### src/design/hsfd_pkg.sv
`default_nettype none
// ----------------------------------------------------------------------------
// hsfd_pkg: shared types and constants for the sensor reply decoder
// CRC-8 step, byte positions, status codes and conversion constants.
// ----------------------------------------------------------------------------
package hsfd_pkg;

    // CRC-8, poly x^8+x^5+x^4+1, init all ones, no reflection, no final xor
    localparam logic [7:0] CRC_INIT = 8'hFF;
    localparam logic [7:0] CRC_POLY = 8'h31;

    // byte positions within a six-byte reply
    localparam logic [2:0] POS_T_MSB = 3'd0;
    localparam logic [2:0] POS_T_LSB = 3'd1;
    localparam logic [2:0] POS_T_CRC = 3'd2;
    localparam logic [2:0] POS_H_MSB = 3'd3;
    localparam logic [2:0] POS_H_LSB = 3'd4;
    localparam logic [2:0] POS_H_CRC = 3'd5;

    // result status codes
    localparam logic [1:0] ST_OK       = 2'd0;
    localparam logic [1:0] ST_TEMP_BAD = 2'd1;
    localparam logic [1:0] ST_HUM_BAD  = 2'd2;

    // conversion constants: full scale of the raw words is 2^16 - 1
    localparam int TEMP_SCALE  = 175;
    localparam int TEMP_OFFSET = 45;
    localparam int HUM_SCALE   = 100;
    localparam int RAW_FULL    = 65535;

    // default depth of the queue between front and back
    localparam int QUEUE_DEPTH_DEF = 2;

    // one finished reply handed from front to back
    typedef struct packed {
        logic [15:0] raw_t;
        logic [15:0] raw_h;
        logic [1:0]  status;
    } job_t;

    // one byte of CRC-8, eight shift steps unrolled
    function automatic logic [7:0] crc8_update(input logic [7:0] crc, input logic [7:0] data);
        logic [7:0] c;
        c = crc ^ data;
        for (int k = 0; k < 8; k++) begin
            if (c[7])
                c = {c[6:0], 1'b0} ^ CRC_POLY;
            else
                c = {c[6:0], 1'b0};
        end
        return c;
    endfunction

endpackage
`default_nettype wire

### src/design/hsfd_front.sv
`default_nettype none
// ----------------------------------------------------------------------------
// hsfd_front: byte intake for the sensor reply decoder
// Tracks byte position, runs the CRC, stores raw words and queues one job
// with its CRC status when the sixth byte of a reply arrives.
// ----------------------------------------------------------------------------
module hsfd_front (
    input  wire logic          clk,
    input  wire logic          rst_n,
    input  wire logic          in_valid,
    output logic               in_ready,
    input  wire logic [7:0]    rx_byte,
    input  wire logic          frame_start,
    output logic               push,
    output hsfd_pkg::job_t     push_data,
    input  wire logic          q_full
);

    logic [2:0]  pos_reg, pos_next;
    logic [7:0]  crc_reg, crc_next;
    logic [15:0] raw_t_reg, raw_t_next;
    logic [15:0] raw_h_reg, raw_h_next;
    logic        tbad_reg, tbad_next;

    logic [2:0]  eff_pos;
    logic [7:0]  crc_base;
    logic [7:0]  crc_new;
    logic        is_last;
    logic        take;
    logic        hum_bad;

    // position after a frame start or an out-of-range value restarts at 0
    assign eff_pos  = (frame_start || pos_reg > hsfd_pkg::POS_H_CRC) ? hsfd_pkg::POS_T_MSB
                                                                      : pos_reg;
    assign is_last  = (eff_pos == hsfd_pkg::POS_H_CRC);
    assign in_ready = !is_last || !q_full;
    assign take     = in_valid && in_ready;

    // CRC restarts on the first byte of each word
    assign crc_base = (eff_pos == hsfd_pkg::POS_T_MSB || eff_pos == hsfd_pkg::POS_H_MSB)
                      ? hsfd_pkg::CRC_INIT : crc_reg;
    assign crc_new  = hsfd_pkg::crc8_update(crc_base, rx_byte);
    assign hum_bad  = (crc_reg != rx_byte);

    // next-state per byte position
    always_comb
    begin
        pos_next   = pos_reg;
        crc_next   = crc_reg;
        raw_t_next = raw_t_reg;
        raw_h_next = raw_h_reg;
        tbad_next  = tbad_reg;
        if (take)
        begin
            case (eff_pos)
                hsfd_pkg::POS_T_MSB:
                begin
                    crc_next   = crc_new;
                    raw_t_next = {rx_byte, raw_t_reg[7:0]};
                    pos_next   = hsfd_pkg::POS_T_LSB;
                end
                hsfd_pkg::POS_T_LSB:
                begin
                    crc_next   = crc_new;
                    raw_t_next = {raw_t_reg[15:8], rx_byte};
                    pos_next   = hsfd_pkg::POS_T_CRC;
                end
                hsfd_pkg::POS_T_CRC:
                begin
                    tbad_next = (crc_reg != rx_byte);
                    crc_next  = hsfd_pkg::CRC_INIT;
                    pos_next  = hsfd_pkg::POS_H_MSB;
                end
                hsfd_pkg::POS_H_MSB:
                begin
                    crc_next   = crc_new;
                    raw_h_next = {rx_byte, raw_h_reg[7:0]};
                    pos_next   = hsfd_pkg::POS_H_LSB;
                end
                hsfd_pkg::POS_H_LSB:
                begin
                    crc_next   = crc_new;
                    raw_h_next = {raw_h_reg[15:8], rx_byte};
                    pos_next   = hsfd_pkg::POS_H_CRC;
                end
                default:
                begin
                    crc_next = hsfd_pkg::CRC_INIT;
                    pos_next = hsfd_pkg::POS_T_MSB;
                end
            endcase
        end
    end

    // job for the back end; temperature check wins over humidity
    always_comb
    begin
        push             = take && is_last;
        push_data.raw_t  = raw_t_reg;
        push_data.raw_h  = raw_h_reg;
        if (tbad_reg)
            push_data.status = hsfd_pkg::ST_TEMP_BAD;
        else if (hum_bad)
            push_data.status = hsfd_pkg::ST_HUM_BAD;
        else
            push_data.status = hsfd_pkg::ST_OK;
    end

    // control state
    always_ff @(posedge clk or negedge rst_n)
    begin
        if (!rst_n)
        begin
            pos_reg  <= hsfd_pkg::POS_T_MSB;
            crc_reg  <= hsfd_pkg::CRC_INIT;
            tbad_reg <= 1'b0;
        end
        else
        begin
            pos_reg  <= pos_next;
            crc_reg  <= crc_next;
            tbad_reg <= tbad_next;
        end
    end

    // raw words, no reset needed
    always_ff @(posedge clk)
    begin
        raw_t_reg <= raw_t_next;
        raw_h_reg <= raw_h_next;
    end

endmodule
`default_nettype wire

### src/design/hsfd_queue.sv
`default_nettype none
// ----------------------------------------------------------------------------
// hsfd_queue: short job queue between front and back
// Register-array FIFO; head entry is presented whenever the queue holds one.
// ----------------------------------------------------------------------------
module hsfd_queue #(
    parameter int DEPTH = hsfd_pkg::QUEUE_DEPTH_DEF
) (
    input  wire logic            clk,
    input  wire logic            rst_n,
    input  wire logic            push,
    input  wire hsfd_pkg::job_t  push_data,
    output logic                 full,
    input  wire logic            pop,
    output hsfd_pkg::job_t       pop_data,
    output logic                 not_empty
);

    localparam int PW = (DEPTH > 1) ? $clog2(DEPTH) : 1;
    localparam int CW = $clog2(DEPTH + 1);

    hsfd_pkg::job_t mem [DEPTH];
    logic [PW-1:0]  wr_ptr_reg, wr_ptr_next;
    logic [PW-1:0]  rd_ptr_reg, rd_ptr_next;
    logic [CW-1:0]  count_reg, count_next;
    logic           do_push;
    logic           do_pop;

    assign full      = (count_reg == CW'(DEPTH));
    assign not_empty = (count_reg != '0);
    assign do_push   = push && !full;
    assign do_pop    = pop && not_empty;
    assign pop_data  = mem[rd_ptr_reg];

    // pointer wrap and occupancy
    always_comb
    begin
        wr_ptr_next = wr_ptr_reg;
        rd_ptr_next = rd_ptr_reg;
        count_next  = count_reg;
        if (do_push)
            wr_ptr_next = (wr_ptr_reg == PW'(DEPTH - 1)) ? '0 : wr_ptr_reg + 1'b1;
        if (do_pop)
            rd_ptr_next = (rd_ptr_reg == PW'(DEPTH - 1)) ? '0 : rd_ptr_reg + 1'b1;
        if (do_push && !do_pop)
            count_next = count_reg + 1'b1;
        else if (do_pop && !do_push)
            count_next = count_reg - 1'b1;
    end

    always_ff @(posedge clk or negedge rst_n)
    begin
        if (!rst_n)
        begin
            wr_ptr_reg <= '0;
            rd_ptr_reg <= '0;
            count_reg  <= '0;
        end
        else
        begin
            wr_ptr_reg <= wr_ptr_next;
            rd_ptr_reg <= rd_ptr_next;
            count_reg  <= count_next;
        end
    end

    // storage
    always_ff @(posedge clk)
    begin
        if (do_push)
            mem[wr_ptr_reg] <= push_data;
    end

`ifndef NO_ASSERTIONS
    // front must never push into a full queue
    a_no_overflow: assert property (@(posedge clk) disable iff (!rst_n)
        !(push && full))
        else $error("hsfd_queue: push while full");

    // occupancy bounded by depth
    a_count_bound: assert property (@(posedge clk) disable iff (!rst_n)
        count_reg <= CW'(DEPTH))
        else $error("hsfd_queue: count beyond depth");

    // a lone push raises the count by one on the next edge
    a_count_step: assert property (@(posedge clk) disable iff (!rst_n)
        (do_push && !do_pop) |=> (count_reg == $past(count_reg) + 1'b1))
        else $error("hsfd_queue: count did not follow push");
`endif

endmodule
`default_nettype wire

### src/design/hsfd_back.sv
`default_nettype none
// ----------------------------------------------------------------------------
// hsfd_back: conversion pipeline for the sensor reply decoder
// Stage 1 scales the raw words, stage 2 divides by 65535 with one
// correction step and fills the output register.
// ----------------------------------------------------------------------------
module hsfd_back (
    input  wire logic                clk,
    input  wire logic                rst_n,
    input  wire logic                job_valid,
    output logic                     job_ready,
    input  wire hsfd_pkg::job_t      job,
    output logic                     out_valid,
    input  wire logic                out_ready,
    output logic signed [8:0]        temperature_c,
    output logic [6:0]               humidity_pct,
    output logic [1:0]               status
);

    localparam logic [16:0] FULL17 = 17'(hsfd_pkg::RAW_FULL);

    // stage 1
    logic        s1_valid_reg;
    logic [23:0] prod_t_reg, prod_t_next;
    logic [22:0] prod_h_reg, prod_h_next;
    logic [1:0]  s1_status_reg;

    // stage 2 / output
    logic              out_valid_reg;
    logic signed [8:0] temp_reg, temp_next;
    logic [6:0]        hum_reg, hum_next;
    logic [1:0]        status_reg;

    logic        s2_load;
    logic [7:0]  q0_t;
    logic [16:0] rem_t;
    logic        ge_t;
    logic [7:0]  a_t;
    logic        frac_t;
    logic        adj_t;
    logic [6:0]  q0_h;
    logic [16:0] rem_h;
    logic        ge_h;

    // pipeline flow
    assign s2_load   = s1_valid_reg && (!out_valid_reg || out_ready);
    assign job_ready = !s1_valid_reg || s2_load;

    // raw * scale
    assign prod_t_next = {8'd0, job.raw_t} * 24'(hsfd_pkg::TEMP_SCALE);
    assign prod_h_next = {7'd0, job.raw_h} * 23'(hsfd_pkg::HUM_SCALE);

    // x / 65535: estimate x >> 16, remainder (x & 0xFFFF) + estimate, fix once
    assign q0_t   = prod_t_reg[23:16];
    assign rem_t  = {1'b0, prod_t_reg[15:0]} + {9'd0, q0_t};
    assign ge_t   = (rem_t >= FULL17);
    assign a_t    = q0_t + {7'd0, ge_t};
    assign frac_t = (rem_t != '0) && (rem_t != FULL17);
    // below the offset the quotient truncates toward zero
    assign adj_t  = (a_t < 8'(hsfd_pkg::TEMP_OFFSET)) && frac_t;

    assign q0_h   = prod_h_reg[22:16];
    assign rem_h  = {1'b0, prod_h_reg[15:0]} + {10'd0, q0_h};
    assign ge_h   = (rem_h >= FULL17);

    // error results carry zero values
    always_comb
    begin
        if (s1_status_reg == hsfd_pkg::ST_OK)
        begin
            temp_next = $signed({1'b0, a_t} - 9'(hsfd_pkg::TEMP_OFFSET) + {8'd0, adj_t});
            hum_next  = q0_h + {6'd0, ge_h};
        end
        else
        begin
            temp_next = '0;
            hum_next  = '0;
        end
    end

    always_ff @(posedge clk or negedge rst_n)
    begin
        if (!rst_n)
        begin
            s1_valid_reg  <= 1'b0;
            out_valid_reg <= 1'b0;
        end
        else
        begin
            if (job_ready)
                s1_valid_reg <= job_valid;
            if (s2_load)
                out_valid_reg <= 1'b1;
            else if (out_ready)
                out_valid_reg <= 1'b0;
        end
    end

    // payload registers
    always_ff @(posedge clk)
    begin
        if (job_ready && job_valid)
        begin
            prod_t_reg    <= prod_t_next;
            prod_h_reg    <= prod_h_next;
            s1_status_reg <= job.status;
        end
        if (s2_load)
        begin
            temp_reg   <= temp_next;
            hum_reg    <= hum_next;
            status_reg <= s1_status_reg;
        end
    end

    assign out_valid     = out_valid_reg;
    assign temperature_c = temp_reg;
    assign humidity_pct  = hum_reg;
    assign status        = status_reg;

`ifndef NO_ASSERTIONS
    // a failed check reports zero values
    a_err_zero: assert property (@(posedge clk) disable iff (!rst_n)
        (out_valid && status != hsfd_pkg::ST_OK) |-> (temperature_c == 0 && humidity_pct == 0))
        else $error("hsfd_back: nonzero values on error");

    // converted values stay in range
    a_range: assert property (@(posedge clk) disable iff (!rst_n)
        out_valid |-> (humidity_pct <= 7'd100 && temperature_c >= -9'sd45
                       && temperature_c <= 9'sd130))
        else $error("hsfd_back: value out of range");

    // a held result blocks stage 1 from moving
    a_hold: assert property (@(posedge clk) disable iff (!rst_n)
        (out_valid && !out_ready) |-> !s2_load)
        else $error("hsfd_back: overwrote a held result");
`endif

endmodule
`default_nettype wire

### src/design/humidity_sensor_frame_decode.sv
`default_nettype none
// ----------------------------------------------------------------------------
// humidity_sensor_frame_decode: six-byte temperature/humidity reply decoder
// Throughput: one request per cycle; no byte is refused unless the job queue is full.
// Result path: once the sixth byte is taken, its job is registered in the queue, then the scale stage, then the divide.
// Reset: asynchronous, clears position, CRC and valid state; raw words are not reset.
// ----------------------------------------------------------------------------
module humidity_sensor_frame_decode #(
    parameter int QUEUE_DEPTH = hsfd_pkg::QUEUE_DEPTH_DEF
) (
    input  wire logic          clk,
    input  wire logic          rst_n,
    input  wire logic          in_valid,
    output logic               in_ready,
    input  wire logic [7:0]    rx_byte,
    input  wire logic          frame_start,
    output logic               out_valid,
    input  wire logic          out_ready,
    output logic signed [8:0]  temperature_c,
    output logic [6:0]         humidity_pct,
    output logic [1:0]         status
);

    logic           push;
    hsfd_pkg::job_t push_data;
    logic           q_full;
    logic           q_pop;
    hsfd_pkg::job_t q_data;
    logic           q_not_empty;

    // byte intake and CRC
    hsfd_front u_front (
        .clk         (clk),
        .rst_n       (rst_n),
        .in_valid    (in_valid),
        .in_ready    (in_ready),
        .rx_byte     (rx_byte),
        .frame_start (frame_start),
        .push        (push),
        .push_data   (push_data),
        .q_full      (q_full)
    );

    // job queue
    hsfd_queue #(
        .DEPTH (QUEUE_DEPTH)
    ) u_queue (
        .clk       (clk),
        .rst_n     (rst_n),
        .push      (push),
        .push_data (push_data),
        .full      (q_full),
        .pop       (q_pop),
        .pop_data  (q_data),
        .not_empty (q_not_empty)
    );

    // conversion and output register
    hsfd_back u_back (
        .clk           (clk),
        .rst_n         (rst_n),
        .job_valid     (q_not_empty),
        .job_ready     (q_pop),
        .job           (q_data),
        .out_valid     (out_valid),
        .out_ready     (out_ready),
        .temperature_c (temperature_c),
        .humidity_pct  (humidity_pct),
        .status        (status)
    );

endmodule
`default_nettype wire
### config.mk
export PLATFORM = sky130hd
export DESIGN_NAME = humidity_sensor_frame_decode
export DESIGN_NICKNAME = d
export VERILOG_FILES = /design/src/design/hsfd_pkg.sv /design/src/design/hsfd_front.sv /design/src/design/hsfd_queue.sv /design/src/design/hsfd_back.sv /design/src/design/humidity_sensor_frame_decode.sv
export SDC_FILE = /design/constraint.sdc
export NUM_CORES = 1
export LEC_CHECK = 0
export BUFFER_PORTS_ARGS = -buffer_cell sky130_fd_sc_hd__buf_2
export CAP_MARGIN = 20
export CORE_ASPECT_RATIO = 1.25
export CORE_MARGIN = 2
export CORE_UTILIZATION = 30
export DETAILED_ROUTE_END_ITERATION = 8
export HOLD_SLACK_MARGIN = 0.1
export MAX_ROUTING_LAYER = met4
export SYNTH_ARGS = -nofsm -noshare
export SYNTH_HDL_FRONTEND = slang
export SYNTH_SLANG_ARGS = --single-unit
### constraint.sdc
create_clock -name clk -period 15 [get_ports clk]
set_clock_uncertainty 0.1 [all_clocks]
set_input_delay 0.75 -clock clk [delete_from_list [all_inputs] [get_ports clk]]
set_output_delay 0.75 -clock clk [all_outputs]
set_load 0.1 [all_outputs]
==> metrics <==
status=finished clean; critical path class=reg2reg; unrepaired setup endpoints after global routing=false; min-delay worst type=in2async; DR vias/cell=4.42; Worst Path Required=15.08 ns; Post-Place Cells=1628; post-route DRC violation count=0; Synth Warn #=0; Detail Route Antenna Nets=0; Synth cell types=63; Worst-Margin Slew=1.04 ns; final hold violation count=0; Post-DP HPWL=17400 um; max cap viols=0; number of flip-flops in the largest register=68; Total Wirelength=22200 um; Die X=186 um; dominant cell by count in the synthesized netlist=edfxtp_1; initial DRC count=299; Worst Path Arrival=5.79 ns; Initial Util=30.3%; largest net degree at the start of global routing=49; syn avg cell area=11.8 um^2; Cell Rows=83; flop2flop setup slack=9.30 ns; # port buffers=32; Yosys top cell by area=edfxtp_1; Fin Setup TNS=0 ns; first-pass GRT wire length=37600 um; # H-tree levels=4; synthesis-stage register bit count=183; Overflow after GRT=0; Yosys top cell area share=39.9%; number of global-route vias before repair=7696; Root Driver=clkbuf_16; Post-CTS Hold Fix Bufs=0; Die ar.=43100 um^2; CP endpoint kind=flop; most instantiated cells after synthesis=edfxtp_1, inv_1, ha_1, nor2_1, fa_1; Clock Latency Late Sink=0.44 ns; Final period util=38.0%; Worst setup SP type=flop; Post-synth EDFFs=165; final setup violation count=0; cells taking the most area after synthesis=edfxtp_1, ha_1, fa_1; Post-Synthesis Cells=1057; Resized cells post-CTS=0; Final nets=1314; Post-synth ARST share=9.84%; Max Transition Viols Final=0; gr usage total=11.4%; Final Non-Filler Cells=1660; Top Ports=33; via count=7335; Post-synth top flop=edfxtp_1; Layout area overhead=11.5%; clock transition at the registers of the reported paths=0.08 ns; Setup Buffers After CTS=0; post-synthesis sequential area ratio=43.6%; Max Fclk=0.175 GHz; diode count=0; final period demand of the worst path=5.70 ns; initial antenna violation count=0; fraction of layout cells with a size suffix above 1=10.0%; core area=41000 um^2; DIE HEIGHT=232 um; Slew headroom=30.6%; CTS tree=done; mapped cell area=12400 um^2; GP Congestion=0.847; total CTS buffers=17; Max clock buf depth=2; drt first pass iters=4; Routed wire per std cell=13.4 um; Syn Nets=1276; TritonCTS Sinks=183; Max FO, Critical Path=35
layout make-up:
| cell class | count | area, um^2 |
|---|---|---|
| clock buffers | 17 | 425 |
| clock inverters | 15 | 179 |
| fillers | 3975 | 27200 |
| inverters | 163 | 612 |
| multi-input cells | 692 | 6330 |
| flip-flops and latches | 183 | 5420 |
| well taps | 552 | 691 |
| repair buffers | 38 | 205 |
metrics by stage:
step                      setup slack (ns)  hold slack (ns)  instance area (um^2)  utilization, %
after global routing                  8.94            0.167                 13900            33.8
after global placement                9.37            0.326                 13300            32.3
after floorplan                       9.36            0.317                 12400               -
final                                 9.30            0.142                 13900            33.8
after detailed placement              9.30            0.330                 13300            32.3
after CTS                             9.28            0.143                 13900            33.8
worst max-delay path: stages, from the launching register on:
cell and delay (ns):
dfrtp_1 0.32, buf_4 0.43, mux2_2 0.48, ha_1 0.30, inv_1 0.05, fa_1 0.53, inv_1 0.06, fa_1 0.50
fa_1 0.49, ha_1 0.26, or3_1 0.42, o211a_1 0.15, a211o_1 0.31, a221o_1 0.35, a221oi_2 0.30, nand2b_1 0.09
a211oi_1 0.24, nor2_1 0.06
worst paths after layout:
check                                           start  cells past startpoint                    end
worst max-delay path               u_queue.rd_ptr_reg                     17  u_back.prod_t_reg[20]
worst min-delay path                            rst_n                      1     u_front.pos_reg[1]
worst max register to register     u_queue.rd_ptr_reg                     17  u_back.prod_t_reg[20]
worst min register to register  u_front.raw_h_reg[12]                      0     u_queue.mem[0][14]
max in group asynchronous                       rst_n                      1     u_front.crc_reg[2]
min in group clk                u_front.raw_h_reg[12]                      0     u_queue.mem[0][14]
cells in the final DEF, fill, tap and decap left out, types with 24 or more instances in the layout:
master / synthesis / final
edfxtp_1: 165 / 165
inv_1: 163 / 162
ha_1: 140 / 140
nor2_1: 68 / 67
fa_1: 66 / 66
xnor2_1: 58 / 58
a21oi_1: 38 / 38
xor2_1: 33 / 33
buf_2: 0 / 32
nand2_1: 25 / 25
nor2b_1: 25 / 25
and2_1: 24 / 24
cells by family after synthesis:
family / count (synthesis) / share of synthesized area [%]
multiplexers: 37 / 3.20
buffers and inverters: 182 / 5.50
XOR/XNOR: 91 / 6.41
flip-flops: 183 / 43.6
AND/OR/NAND/NOR: 224 / 9.36
adder cells (fa/ha/maj): 206 / 24.7
AO/OA/AOI/OAI: 134 / 7.21
per-layer routing:
layer	vias up	track usage (%)	routed length, um
li1	3716	-	-
met1	3505	13.7	10400
met2	91	19.4	10900
met3	23	1.84	486
met4	0	3.69	448
met5	-	-	0
Power is left out: the tool's default activity adds up to more than one toggle a clock period on the data nets, which glitch-free logic cannot reach.
